===== src/rtl/wsdf_pkg.sv =====
// ----------------------------------------------------------------------------
// wsdf_pkg
// shared types and constants of the websocket frame deframer
// ----------------------------------------------------------------------------
package wsdf_pkg;

  typedef enum logic [2:0] {
    PH_HDR0,
    PH_HDR1,
    PH_EXTLEN,
    PH_MASK,
    PH_PAYLOAD,
    PH_CLOSED
  } phase_e;

  localparam logic [3:0] OP_CONT   = 4'h0;
  localparam logic [3:0] OP_BINARY = 4'h2;
  localparam logic [3:0] OP_CLOSE  = 4'h8;
  localparam logic [3:0] OP_PING   = 4'h9;

  localparam logic [6:0] LEN_EXT16 = 7'd126;
  localparam logic [6:0] LEN_EXT64 = 7'd127;

  localparam logic [2:0] EXT16_BYTES_M1 = 3'd1;
  localparam logic [2:0] EXT64_BYTES_M1 = 3'd7;
  localparam logic [2:0] KEY_BYTES_M1   = 3'd3;

  localparam logic [1:0] KIND_DATA  = 2'd0;
  localparam logic [1:0] KIND_PING  = 2'd1;
  localparam logic [1:0] KIND_CLOSE = 2'd2;

endpackage


===== src/rtl/websocket_frame_deframer.sv =====
// ----------------------------------------------------------------------------
// websocket_frame_deframer
// receive-side websocket frame parser, one byte per cycle
// ----------------------------------------------------------------------------
// input channel: in_valid_i / in_ready_o carry one received byte (rx_byte_i)
// per item. output channel: out_valid_o / out_ready_i carry one result item
// with the unmasked payload byte, its frame kind and the end flags.
// header bytes give no result, except the byte that completes the header of
// a frame with empty payload, which gives one item with data_valid_o low and
// frame_end_o high.
// a result is registered and presented in the cycle after its byte is taken.
// throughput: one byte per cycle, set by the single parse step between the
// byte and the result register; a new byte is taken whenever the result
// register is empty or being drained in the same cycle.
// when the receiver stalls, in_ready_o drops until the held result is taken.
// reset clears the parser to expect a first header byte and empties the
// result register. once a close frame ends, bytes are still taken but give
// no result and change nothing until the next reset.
// ----------------------------------------------------------------------------
module websocket_frame_deframer (
  input  logic       clk_i,
  input  logic       rst_ni,
  input  logic       in_valid_i,
  output logic       in_ready_o,
  input  logic [7:0] rx_byte_i,
  output logic       out_valid_o,
  input  logic       out_ready_i,
  output logic [7:0] data_byte_o,
  output logic       data_valid_o,
  output logic [1:0] frame_kind_o,
  output logic       frame_end_o,
  output logic       message_end_o,
  output logic       message_binary_o
);
  import wsdf_pkg::*;

  phase_e      phase_q, phase_d;
  logic        fin_q, fin_d;
  logic [3:0]  opcode_q, opcode_d;
  logic        mask_q, mask_d;
  logic [2:0]  cnt_q, cnt_d;
  logic [63:0] rem_q, rem_d;
  logic [31:0] key_q, key_d;
  logic [1:0]  idx_q, idx_d;
  logic [3:0]  msg_op_q, msg_op_d;

  logic        out_valid_q;
  logic [7:0]  data_byte_q;
  logic        data_valid_q;
  logic [1:0]  kind_q;
  logic        fend_q;
  logic        mend_q;
  logic        bin_q;

  logic        in_fire;
  logic        emit;
  logic [7:0]  emit_byte;
  logic        emit_valid;
  logic        emit_fend;
  logic [1:0]  kind;
  logic        mend;
  logic        bin;
  logic [7:0]  key_byte;
  logic [6:0]  len;

  assign in_ready_o = !out_valid_q || out_ready_i;
  assign in_fire    = in_valid_i && in_ready_o;
  assign len        = rx_byte_i[6:0];

  always_comb begin
    case (opcode_q)
      OP_PING:  kind = KIND_PING;
      OP_CLOSE: kind = KIND_CLOSE;
      default:  kind = KIND_DATA;
    endcase
  end

  always_comb begin
    case (idx_q)
      2'd0:    key_byte = key_q[31:24];
      2'd1:    key_byte = key_q[23:16];
      2'd2:    key_byte = key_q[15:8];
      default: key_byte = key_q[7:0];
    endcase
  end

  always_comb begin
    phase_d    = phase_q;
    fin_d      = fin_q;
    opcode_d   = opcode_q;
    mask_d     = mask_q;
    cnt_d      = cnt_q;
    rem_d      = rem_q;
    key_d      = key_q;
    idx_d      = idx_q;
    msg_op_d   = msg_op_q;
    emit       = 1'b0;
    emit_byte  = 8'h00;
    emit_valid = 1'b0;
    emit_fend  = 1'b0;

    case (phase_q)
      PH_HDR0: begin
        fin_d    = rx_byte_i[7];
        opcode_d = rx_byte_i[3:0];
        if (!(rx_byte_i[3:0] inside {OP_CONT, OP_PING, OP_CLOSE})) begin
          msg_op_d = rx_byte_i[3:0];
        end
        phase_d = PH_HDR1;
      end
      PH_HDR1: begin
        mask_d = rx_byte_i[7];
        key_d  = '0;
        rem_d  = '0;
        if (len == LEN_EXT16) begin
          cnt_d   = EXT16_BYTES_M1;
          phase_d = PH_EXTLEN;
        end else if (len == LEN_EXT64) begin
          cnt_d   = EXT64_BYTES_M1;
          phase_d = PH_EXTLEN;
        end else begin
          rem_d = {57'd0, len};
          if (rx_byte_i[7]) begin
            cnt_d   = KEY_BYTES_M1;
            phase_d = PH_MASK;
          end else begin
            idx_d = '0;
            if (len == '0) begin
              emit      = 1'b1;
              emit_fend = 1'b1;
            end else begin
              phase_d = PH_PAYLOAD;
            end
          end
        end
      end
      PH_EXTLEN: begin
        rem_d = {rem_q[55:0], rx_byte_i};
        if (cnt_q == '0) begin
          if (mask_q) begin
            cnt_d   = KEY_BYTES_M1;
            phase_d = PH_MASK;
          end else begin
            idx_d = '0;
            if (rem_d == '0) begin
              emit      = 1'b1;
              emit_fend = 1'b1;
            end else begin
              phase_d = PH_PAYLOAD;
            end
          end
        end else begin
          cnt_d = cnt_q - 3'd1;
        end
      end
      PH_MASK: begin
        key_d = {key_q[23:0], rx_byte_i};
        if (cnt_q == '0) begin
          idx_d = '0;
          if (rem_q == '0) begin
            emit      = 1'b1;
            emit_fend = 1'b1;
          end else begin
            phase_d = PH_PAYLOAD;
          end
        end else begin
          cnt_d = cnt_q - 3'd1;
        end
      end
      PH_PAYLOAD: begin
        idx_d      = idx_q + 2'd1;
        rem_d      = rem_q - 64'd1;
        emit       = 1'b1;
        emit_byte  = rx_byte_i ^ key_byte;
        emit_valid = 1'b1;
        emit_fend  = (rem_q == 64'd1);
      end
      PH_CLOSED: begin
        phase_d = PH_CLOSED;
      end
      default: begin
        phase_d = PH_HDR0;
      end
    endcase

    mend = emit && emit_fend && (kind == KIND_DATA) && fin_q;
    bin  = mend && (msg_op_q == OP_BINARY);

    if (emit && emit_fend) begin
      if (mend) begin
        msg_op_d = OP_CONT;
      end
      if (kind == KIND_CLOSE) begin
        phase_d = PH_CLOSED;
      end else begin
        phase_d = PH_HDR0;
      end
    end
  end

  always_ff @(posedge clk_i or negedge rst_ni) begin
    if (!rst_ni) begin
      phase_q  <= PH_HDR0;
      fin_q    <= 1'b0;
      opcode_q <= OP_CONT;
      mask_q   <= 1'b0;
      cnt_q    <= '0;
      rem_q    <= '0;
      key_q    <= '0;
      idx_q    <= '0;
      msg_op_q <= OP_CONT;
    end else if (in_fire) begin
      phase_q  <= phase_d;
      fin_q    <= fin_d;
      opcode_q <= opcode_d;
      mask_q   <= mask_d;
      cnt_q    <= cnt_d;
      rem_q    <= rem_d;
      key_q    <= key_d;
      idx_q    <= idx_d;
      msg_op_q <= msg_op_d;
    end
  end

  always_ff @(posedge clk_i or negedge rst_ni) begin
    if (!rst_ni) begin
      out_valid_q <= 1'b0;
    end else if (in_fire) begin
      out_valid_q <= emit;
    end else if (out_ready_i) begin
      out_valid_q <= 1'b0;
    end
  end

  // result payload
  always_ff @(posedge clk_i) begin
    if (in_fire && emit) begin
      data_byte_q  <= emit_byte;
      data_valid_q <= emit_valid;
      kind_q       <= kind;
      fend_q       <= emit_fend;
      mend_q       <= mend;
      bin_q        <= bin;
    end
  end

  assign out_valid_o      = out_valid_q;
  assign data_byte_o      = data_byte_q;
  assign data_valid_o     = data_valid_q;
  assign frame_kind_o     = kind_q;
  assign frame_end_o      = fend_q;
  assign message_end_o    = mend_q;
  assign message_binary_o = bin_q;

  a_mend_on_data_frame_end: assert property (@(posedge clk_i) disable iff (!rst_ni)
    out_valid_o && message_end_o |-> frame_end_o && (frame_kind_o == KIND_DATA))
    else $error("message end without data frame end");

  a_binary_only_at_mend: assert property (@(posedge clk_i) disable iff (!rst_ni)
    out_valid_o && message_binary_o |-> message_end_o)
    else $error("binary flag outside message end");

  a_empty_item_ends_frame: assert property (@(posedge clk_i) disable iff (!rst_ni)
    out_valid_o && !data_valid_o |-> frame_end_o && (data_byte_o == 8'h00))
    else $error("item without data must be an empty frame end");

  a_closed_stays: assert property (@(posedge clk_i) disable iff (!rst_ni)
    (phase_q == PH_CLOSED) |=> (phase_q == PH_CLOSED) && !(in_fire && emit))
    else $error("parser left closed state");

endmodule


===== config.mk =====
export PLATFORM = sky130hd
export DESIGN_NAME = websocket_frame_deframer
export DESIGN_NICKNAME = d
export VERILOG_FILES = /design/src/rtl/wsdf_pkg.sv /design/src/rtl/websocket_frame_deframer.sv
export SDC_FILE = /design/constraint.sdc
export NUM_CORES = 1
export LEC_CHECK = 0
export BUFFER_PORTS_ARGS = -buffer_cell sky130_fd_sc_hd__buf_2
export CORE_AREA = 2 2 125 127
export DETAILED_ROUTE_END_ITERATION = 8
export DIE_AREA = 0 0 127 129
export PLACE_DENSITY = 0.68
export SLEW_MARGIN = 0
export SYNTH_ARGS = -nofsm -noshare
export SYNTH_HDL_FRONTEND = slang
export SYNTH_SLANG_ARGS = --single-unit

===== constraint.sdc =====
create_clock -name clk_i -period 3.9 [get_ports clk_i]
set_clock_uncertainty 0.2 [all_clocks]
set_input_delay 0.39 -clock clk_i [delete_from_list [all_inputs] [get_ports clk_i]]
set_output_delay 0.39 -clock clk_i [all_outputs]
set_load 0.005 [all_outputs]

# After elaboration in Yosys (flattened, before gate mapping)
# Cells that the tools add are included.
classes:
  multipliers: 0
  muxes: 50
  shift: 0
  n_eq_ne: 31
  div: 0
  bitwise: 1
  reduce_logical: 29
  magnitude_cmp: 0
  n_addsub: 3
op_table:
  columns: ["op", "count"]
  rows:
  - ["64-bit one-hot mux with 3 select lines", 1]
  - ["64-bit logical NOT", 2]
  - ["64-bit by 1-bit equality test with 1-bit output (second input constant)", 1]
  - ["32-bit one-hot mux with 2 select lines", 1]
  - ["64-bit by 1-bit subtractor with 64-bit output (second input constant)", 1]
  - ["3-bit two-way mux", 17]
  - ["8-bit one-hot mux with 3 select lines", 1]
  - ["3-bit one-hot mux with 6 select lines", 1]
  - ["4-bit equality test (second input constant)", 4]
  - ["4-bit two-way mux", 4]
  - ["2-bit inequality test (second input constant)", 8]
  - ["7-bit equality test (second input constant)", 2]
  - ["7-bit two-way mux", 2]
  - ["1-bit two-way mux", 12]
  - ["2-bit two-way mux", 6]
  - ["3-bit inequality test (second input constant)", 4]
  - ["3-bit one-hot mux with 3 select lines", 1]
  - ["3-bit nonzero test", 3]
  - ["4-bit inequality test (second input constant)", 2]
  - ["1-bit one-hot mux with 4 select lines", 2]
  - ["2-bit one-hot mux with 4 select lines", 1]
  - ["2-bit AND reduction", 4]
  - ["8-bit AND reduction", 1]
  - ["8-bit bitwise XOR", 1]
  - ["other kinds (21)", 32]
word_totals:
  memories: 0
  in_bits: 12
  output_inout_bits: 16
  register_bits: 129
  ramBits: 0
  wordCells: 130
  mem_bits_ro: 0
  latch_bits: 0

# Longest topological paths before layout
# Gate-level depths: netlist (run 1).
depth:
  word_depth: 11
  mapped_depth: 10

# Worst setup path after synthesis (run 1)
# Ideal clock, no wire load.
synth_timing:
  kind: "flip-flop to flip-flop"
  start: "reg rem_q[36]"
  end: "reg data_byte_q[0], in the netlist data_byte_o[0], enable pin"
  required_ps: 3316
  stages_incl_launch_ff: 8
  path_slack_ps: 485
  synth_period_minus_slack_ps: 3415
  path_buffers: 0
  setup_time_ps: 384
  arrival_ps: 2831
  cell_sequence: "dfrtp_1 or4_4 or4b_4 nor4_4 and2_4 nand3_1 o21a_1 nor2_1"
synth_via:
  elab_chain_len: 6
synth_rtl:
  columns: ["element", "line", "rtl"]
  rows:
  - ["start, declared", "websocket_frame_deframer.sv:42", "logic [63:0] rem_q, rem_d;"]
  - ["start signal, assigned", "websocket_frame_deframer.sv:218", "rem_q <= rem_d;"]
  - ["64-bit logical NOT", "websocket_frame_deframer.sv:145", "if (rem_d == '0) begin"]
  - ["1-bit two-way mux", "websocket_frame_deframer.sv:145", null]
  - ["1-bit two-way mux", "websocket_frame_deframer.sv:140", "if (mask_q) begin"]
  - ["1-bit two-way mux", "websocket_frame_deframer.sv:139", "if (cnt_q == '0) begin"]
  - ["1-bit one-hot mux with 4 select lines (*)", "websocket_frame_deframer.sv:102", "case (phase_q)"]
  - ["1-bit logical AND (*)", "websocket_frame_deframer.sv:237", "if (in_fire && emit) begin"]
  - ["end signal, assigned", "websocket_frame_deframer.sv:238", "data_byte_q <= emit_byte;"]
  - ["end, declared", "websocket_frame_deframer.sv:48", "logic [7:0] data_byte_q;"]
# Mark *: on every way between the ends. The rest lies on a longest branch, timed or not.
# A chain may end at the register's enable or synchronous reset.

# Worst setup path in the final report (run 1)
layout_timing:
  start: "reg rem_q[36]"
  end: "reg kind_q[1], in the netlist frame_kind_o[1], enable pin"
layout_via:
  elab_chain_len: 6
layout_rtl:
  columns: ["element", "line", "rtl"]
  rows:
  - ["64-bit logical NOT", "websocket_frame_deframer.sv:145", null]
  - ["1-bit two-way mux", "websocket_frame_deframer.sv:145", null]
  - ["1-bit two-way mux", "websocket_frame_deframer.sv:140", null]
  - ["1-bit two-way mux", "websocket_frame_deframer.sv:139", null]
  - ["1-bit one-hot mux with 4 select lines (*)", "websocket_frame_deframer.sv:102", null]
  - ["1-bit logical AND (*)", "websocket_frame_deframer.sv:237", null]
  - ["end signal, assigned", "websocket_frame_deframer.sv:240", "kind_q <= kind;"]
  - ["end, declared", "websocket_frame_deframer.sv:50", "logic [1:0] kind_q;"]
# Marks and branches as above.

==> impl_metrics.yaml, run 1 <==
critical_path:
  path_class: "register to register"
  cp.required_ps: 3820
  cp.buffers_inverters: 1
  crit_end: "frame_kind_o[1]"
  rr_endpoint: "frame_kind_o[1]"
  r2r_start: "rem_q[36]"
  rrSetupSlack_ps: 670
  cp_top_family: "simple AND/OR/NAND/NOR gates"
  cp-startpoint: "rem_q[36]"
  critPathMaxStageDelay_ps: 570
  path_max_fanout: 14
  reg2reg_depth: 8
  worst_setup_path_end_kind: "register"
  crit_slowest_cell: "or4b_4"
  startpoint_type: "register"
  cp.depth: 8
  critPathArrivalTime_ps: 3140
  crit_path_cell_trace: "or4_4, or4b_4, nor4_4, and2_4, nand3_1, o21a_1, nor2_1, buf_4"
clocking:
  insertion_delay_ps: 430
  clock-root-buffer: "clkbuf_16"
  cts_made_buffers: 17
  cts_resized: 0
  htreeDepth: 4
  cts.sinks: 129
  post_cts_buffers: 0
  clock_path_buffers: 2
  cts_tree: "built"
  clk_pin_slew_ps: 70
die:
  coreArea_um2: 15000
  die_w_um: 127
  die_h_um: 129
  num_io_pins: 28
  die-area_um2: 16400
  rows: 45
  start_util_pct: 49.6
timing:
  worst_slew_pin_slew_ps: 873
  fin_crit_ps: 3230
  rsz0062_at_grt: "false"
  setup_viol_count_final: 0
  hold_viol: 0
  fin_ws_ps: 675
  fin_tns_setup_ps: 0
  max_slew_margin_pct: 41.3
  slew_viol_final: 0
  fmax_mhz: 310
  final.period_utilization_pct: 82.7
grt:
  grt_first_pass_wirelength_mm: 32.7
  grt_antenna_before_repair: 0
  grt_usage_pct: 25.0
  grt_pass1_vias: 6314
  overflow: 0
  grt_max_degree: 65
synthesis:
  syn-cell-area_um2: 7430
  yosys.area.top_type: "dfrtp_1"
  synth_most_common_cell: "nand2_1"
  yosysTopAreaCellShare_pct: 38.7
  avgSynthCellArea_um2: 8.43
  syn_inst: 882
  synth_fp_nets: 903
  yosysWarnings: 0
  synth_edf_count: 14
  synth_area_leaders: "dfrtp_1 (39%), o21ai_0 (9.4%), nand2_1 (7.4%), edfxtp_1 (5.7%), nor2_1 (3.8%)"
  ys_ff_latch: 129
  yosysSeqAreaShare_pct: 44.4
  synth_flop_cell: "dfrtp_1"
  ys_types: 74
  synthArstFlopShare_pct: 89.1
  synth_commonest_cells: "nand2_1 (146), o21ai_0 (139), dfrtp_1 (115), nor2_1 (75), a21oi_1 (48)"
power_and_ir_drop:
  leakagePower_nw: 3.47
  ir_drop_mv: 0.370
  p_per_area_nw_per_um2: 611
flow_run:
  drv_cap: 0
placed_design:
  gp_congestion: 0.912
  dp_hpwl_mm: 13.0
  numPortBuffers: 27
  placed_cell_area_um2: 7720
  pre_cts_slack_ps: 702
  dpl.cell_count: 1062
status:
  status: "finished, final reports clean"
finish:
  stdcell_area_um2: 8310
  nets: 915
  fillers: 1352
  diodes: 0
  drive_above_1_share_pct: 11.4
  layout-area-overhead-vs-synth_pct: 11.8
  final_cells: 1095
drt:
  routed_wl_mm: 19.8
  vias: 6807
  initialDrtViolationCount: 816
  wl_per_cell_um: 18.1
  vias_per_cell: 6.22
  drc: 0
  ant_nets: 0
  dr.pass1.iters: 6
min_path:
  hold_path.class: "primary input to register"
==> stage by stage <==
step	hold WS (ps)	utilization (%)	total power, mW
6_report	28.9	55.5	5.08
4_1_cts	12.8	55.5	5.08
3_5_place_dp	264	51.6	3.49
5_1_grt	54.2	55.5	5.39
2_1_floorplan	-106	-	3.01
3_3_place_gp	262	51.6	3.48
==> how the worst min path moves through the flow <==
stage                 from          end  slack [ps]  cells after the start
2_1_floorplan       rst_ni     cnt_q[0]        -110                      0
3_3_place_gp     key_q[28]    key_q[28]         260                      2
3_5_place_dp   opcode_q[1]  opcode_q[1]         260                      2
4_1_cts         in_valid_i  out_valid_o          10                      3
5_1_grt         in_valid_i  out_valid_o          50                      3
6_report        in_valid_i  out_valid_o          30                      3
==> power breakdown <==
part	switching [mW]	internal [mW]
Clock	0.691	0.881
Sequential	0.249	1.58
Combinational	1.15	0.524
==> sequential cells by signal, indices dropped and copies added, names as in the netlist <==
signal and flops:
cnt_q 3, out_valid_o 1, rem_q 64, data_byte_o 8
fin_q 1, frame_end_o 1, mask_q 1, data_valid_o 1
key_q 32, opcode_q 4, idx_q 2, message_binary_o 1
msg_op_q 4, phase_q 3, message_end_o 1, frame_kind_o 2
==> metal layers <==
layer  part of all wire [%]  global-route usage [%]  vias to the layer above
met3                    6.4                    5.99                       30
met2                     46                    37.4                      264
met1                     47                    36.0                     3255
li1                       -                       -                     3258
met5                      0                       0                        -
met4                    1.5                    8.47                        0
==> final cells by class <==
cell class                      instances  area (um2)  share of cell area, %
Clock inverter                         14         128                   1.54
Sequential cell                       129        3300                   39.7
Clock buffer                           18         450                   5.42
Inverter                               21        78.8                  0.949
Timing Repair Buffer                   49         318                   3.82
Multi-Input combinational cell        676        3800                   45.7
Tap cell                              188         235                   2.83
==> cell families (layout without fill, tap and decap cells) <==
logic type | after synthesis | after routing | share of synthesized area [%]
simple gates | 367 | 367 | 24.0
compound gates | 289 | 289 | 24.0
flops | 129 | 129 | 44.4
buf+inv | 77 | 102 | 4.76
fa+ha+maj | 9 | 9 | 1.52
xor+xnor | 9 | 9 | 1.06
mux | 2 | 2 | 0.286
==> placed cells by master (no fill, tap or decap), types with 14 or more instances in the layout <==
cell type    n
a21oi_1     48
a22oi_1     25
a32oi_1     15
buf_2       26
buf_4       21
clkbuf_16   18
dfrtp_1    115
edfxtp_1    14
inv_1       21
nand2_1    145
nand3_1     17
nor2_1      74
nor3_1      39
nor4_1      22
o21ai_0    139
==> tightest hold or removal path, cell delays in order <==
cell,delay [ps]
buf_2,110
inv_1,40
o21ai_0,70
==> timing repair <==
item                                    in CTS  in global routing
hold buffers                                 1                  0
endpoints found under the setup margin       0                  0
endpoints found under the hold margin       62                  0
Note: power is estimated with default switching activity, not from simulation.
==> run 2, diff against run 1 <==
- clock period: 3.9 -> 3.1 ns (I/O delays scaled with it)
==> impl_metrics.yaml, run 2 (synthesis gave the netlist of run 1 again) <==
finish:
  largest_reg_flops: 64
  nets: 954
  top_register: "rem_q"
  diodes: 0
  fillers: 1323
  layout_commonest_cell: "nand2_1"
  drive_above_1_share_pct: 15.1
  final_cell_mix: "nand2_1 (145), o21ai_0 (139), dfrtp_1 (115)"
  layout-area-overhead-vs-synth_pct: 16.9
drt:
  drc: 0
  ant_nets: 0
  initialDrtViolationCount: 756
  vias: 7031
  routed_wl_mm: 20.4
  vias_per_cell: 6.20
  wl_per_cell_um: 18.0
  dr.pass1.iters: 7
timing:
  slew_viol_final: 0
  max_slew_margin_pct: 41.2
  rsz0062_at_grt: "false"
  setup_viol_count_final: 0
  fmax_mhz: 337
  fin_crit_ps: 2970
  fin_tns_setup_ps: 0
  hold_viol: 0
  worst_slew_pin_slew_ps: 878
  final.period_utilization_pct: 95.7
grt:
  grt_antenna_before_repair: 0
  grt_usage_pct: 25.7
  grt_first_pass_wirelength_mm: 33.8
  overflow: 0
  grt_max_degree: 92
  grt_pass1_vias: 6509
critical_path:
  cp.required_ps: 3040
  worst_setup_path_end_kind: "register"
  startpoint_type: "register"
  rr_endpoint: "frame_end_o"
  crit_end: "frame_end_o"
  path_class: "register to register"
  crit_path_cell_trace: "or4_4, or4b_4, nor4_4, and2_4, nand3_1, o21a_1, nor2_4, buf_4"
  reg2reg_depth: 8
  path_max_fanout: 4
  rrSetupSlack_ps: 130
  critPathArrivalTime_ps: 2900
  critPathMaxStageDelay_ps: 550
  r2r_start: "rem_q[36]"
  cp-startpoint: "rem_q[36]"
  crit_slowest_cell: "or4_4"
die:
  rows: 45
  start_util_pct: 49.6
  num_io_pins: 28
  die_h_um: 129
  coreArea_um2: 15000
  die-area_um2: 16400
  die_w_um: 127
power_and_ir_drop:
  swShare_pct: 40.4
  p_clk_share_pct: 29.9
  power.internal_mw: 3.90
  power_frac_comb_pct: 35.1
  power_mw: 6.53
  p_per_area_nw_per_um2: 752
  power_frac_seq_pct: 35.0
  p_sw_mw: 2.64
  leakagePower_nw: 3.68
  ir_drop_mv: 0.646
flow_run:
  drv_cap: 0
placed_design:
  numPortBuffers: 27
  gp_congestion: 0.852
  dp_hpwl_mm: 13.2
clocking:
  insertion_delay_ps: 420
  cts_tree: "built"
  htreeDepth: 4
  clock_path_buffers: 2
  clock-root-buffer: "clkbuf_16"
  cts_made_buffers: 17
  cts.sinks: 129
  clk_pin_slew_ps: 60
min_path:
  hold_path.class: "primary input to register"
status:
  status: "finished, final reports clean"
==> run 2: changes by cell type in the layout (fill, tap and decap cells not counted), moves of 2 or more <==
cell,delta
buf_12,+3
buf_4,+33
clkinv_4,+5
dlygate4sd3_1,+3
inv_6,-2
inv_8,-3
==> run 2: worst min-delay path by stage <==
stage	startpoint	to	cells past startpoint
6_report	rx_byte_i[5]	key_q[5]	3
5_1_grt	rx_byte_i[5]	key_q[5]	3
4_1_cts	rx_byte_i[5]	key_q[5]	3
3_5_place_dp	rst_ni	rem_q[41]	1
3_3_place_gp	rst_ni	rem_q[41]	1
2_1_floorplan	rst_ni	cnt_q[0]	0
==> run 2: critical path: cells and delay by family, from the launching register on <==
kind	cells	cell delay (ps)
simple gates	6	1800
buf+inv	1	150
flops	1	370
compound gates	1	160
==> run 2: routing by layer <==
layer / global-route usage (%) / vias up / wire, um
li1: - / 3336 / -
met1: 38.1 / 3378 / 9530
met4: 7.82 / 0 / 312
met3: 4.37 / 31 / 1380
met2: 38.9 / 286 / 9210
met5: 0 / - / 0
==> run 2: per-stage QoR <==
step | setup WS (ps) | cell area (um2) | hold WS, ps | cells | utilization (%)
6_report | 133 | 8690 | 15.1 | 1134 | 58.0
5_1_grt | 8.85 | 8690 | 31.2 | 1134 | 58.0
4_1_cts | 31.4 | 8640 | 2.88 | 1133 | 57.7
3_5_place_dp | 53.5 | 8030 | 47.9 | 1097 | 53.6
3_3_place_gp | 58.2 | 8030 | 43.6 | 1097 | 53.6
2_1_floorplan | 69.6 | 7440 | -186 | 882 | -
==> run 2: area by class of cell <==
| type | count | area [um2] | share of cell area, % |
|---|---|---|---|
| Clock buffer | 17 | 425 | 4.90 |
| Clock inverter | 15 | 148 | 1.70 |
| Inverter | 21 | 78.8 | 0.907 |
| Multi-Input combinational cell | 676 | 3850 | 44.3 |
| Sequential cell | 129 | 3300 | 38.0 |
| Tap cell | 188 | 235 | 2.71 |
| Timing Repair Buffer | 88 | 656 | 7.55 |
==> run 2: power by group through the flow <==
| stage | combinational [mW] | sequential (mW) | clock (mW) |
|---|---|---|---|
| 6_report | 2.30 | 2.29 | 1.95 |
| 5_1_grt | 2.55 | 2.33 | 2.05 |
| 4_1_cts | 2.24 | 2.28 | 1.98 |
| 3_5_place_dp | 2.22 | 2.31 | 0 |
| 3_3_place_gp | 2.21 | 2.30 | 0 |
| 2_1_floorplan | 1.59 | 2.20 | 0 |
==> run 2: what timing repair did <==
item,in CTS,in global routing
hold buffers,4,0
resized for setup,0,6
hold endpoints to repair,27,0
setup endpoints to repair,0,22
setup buffers,0,1
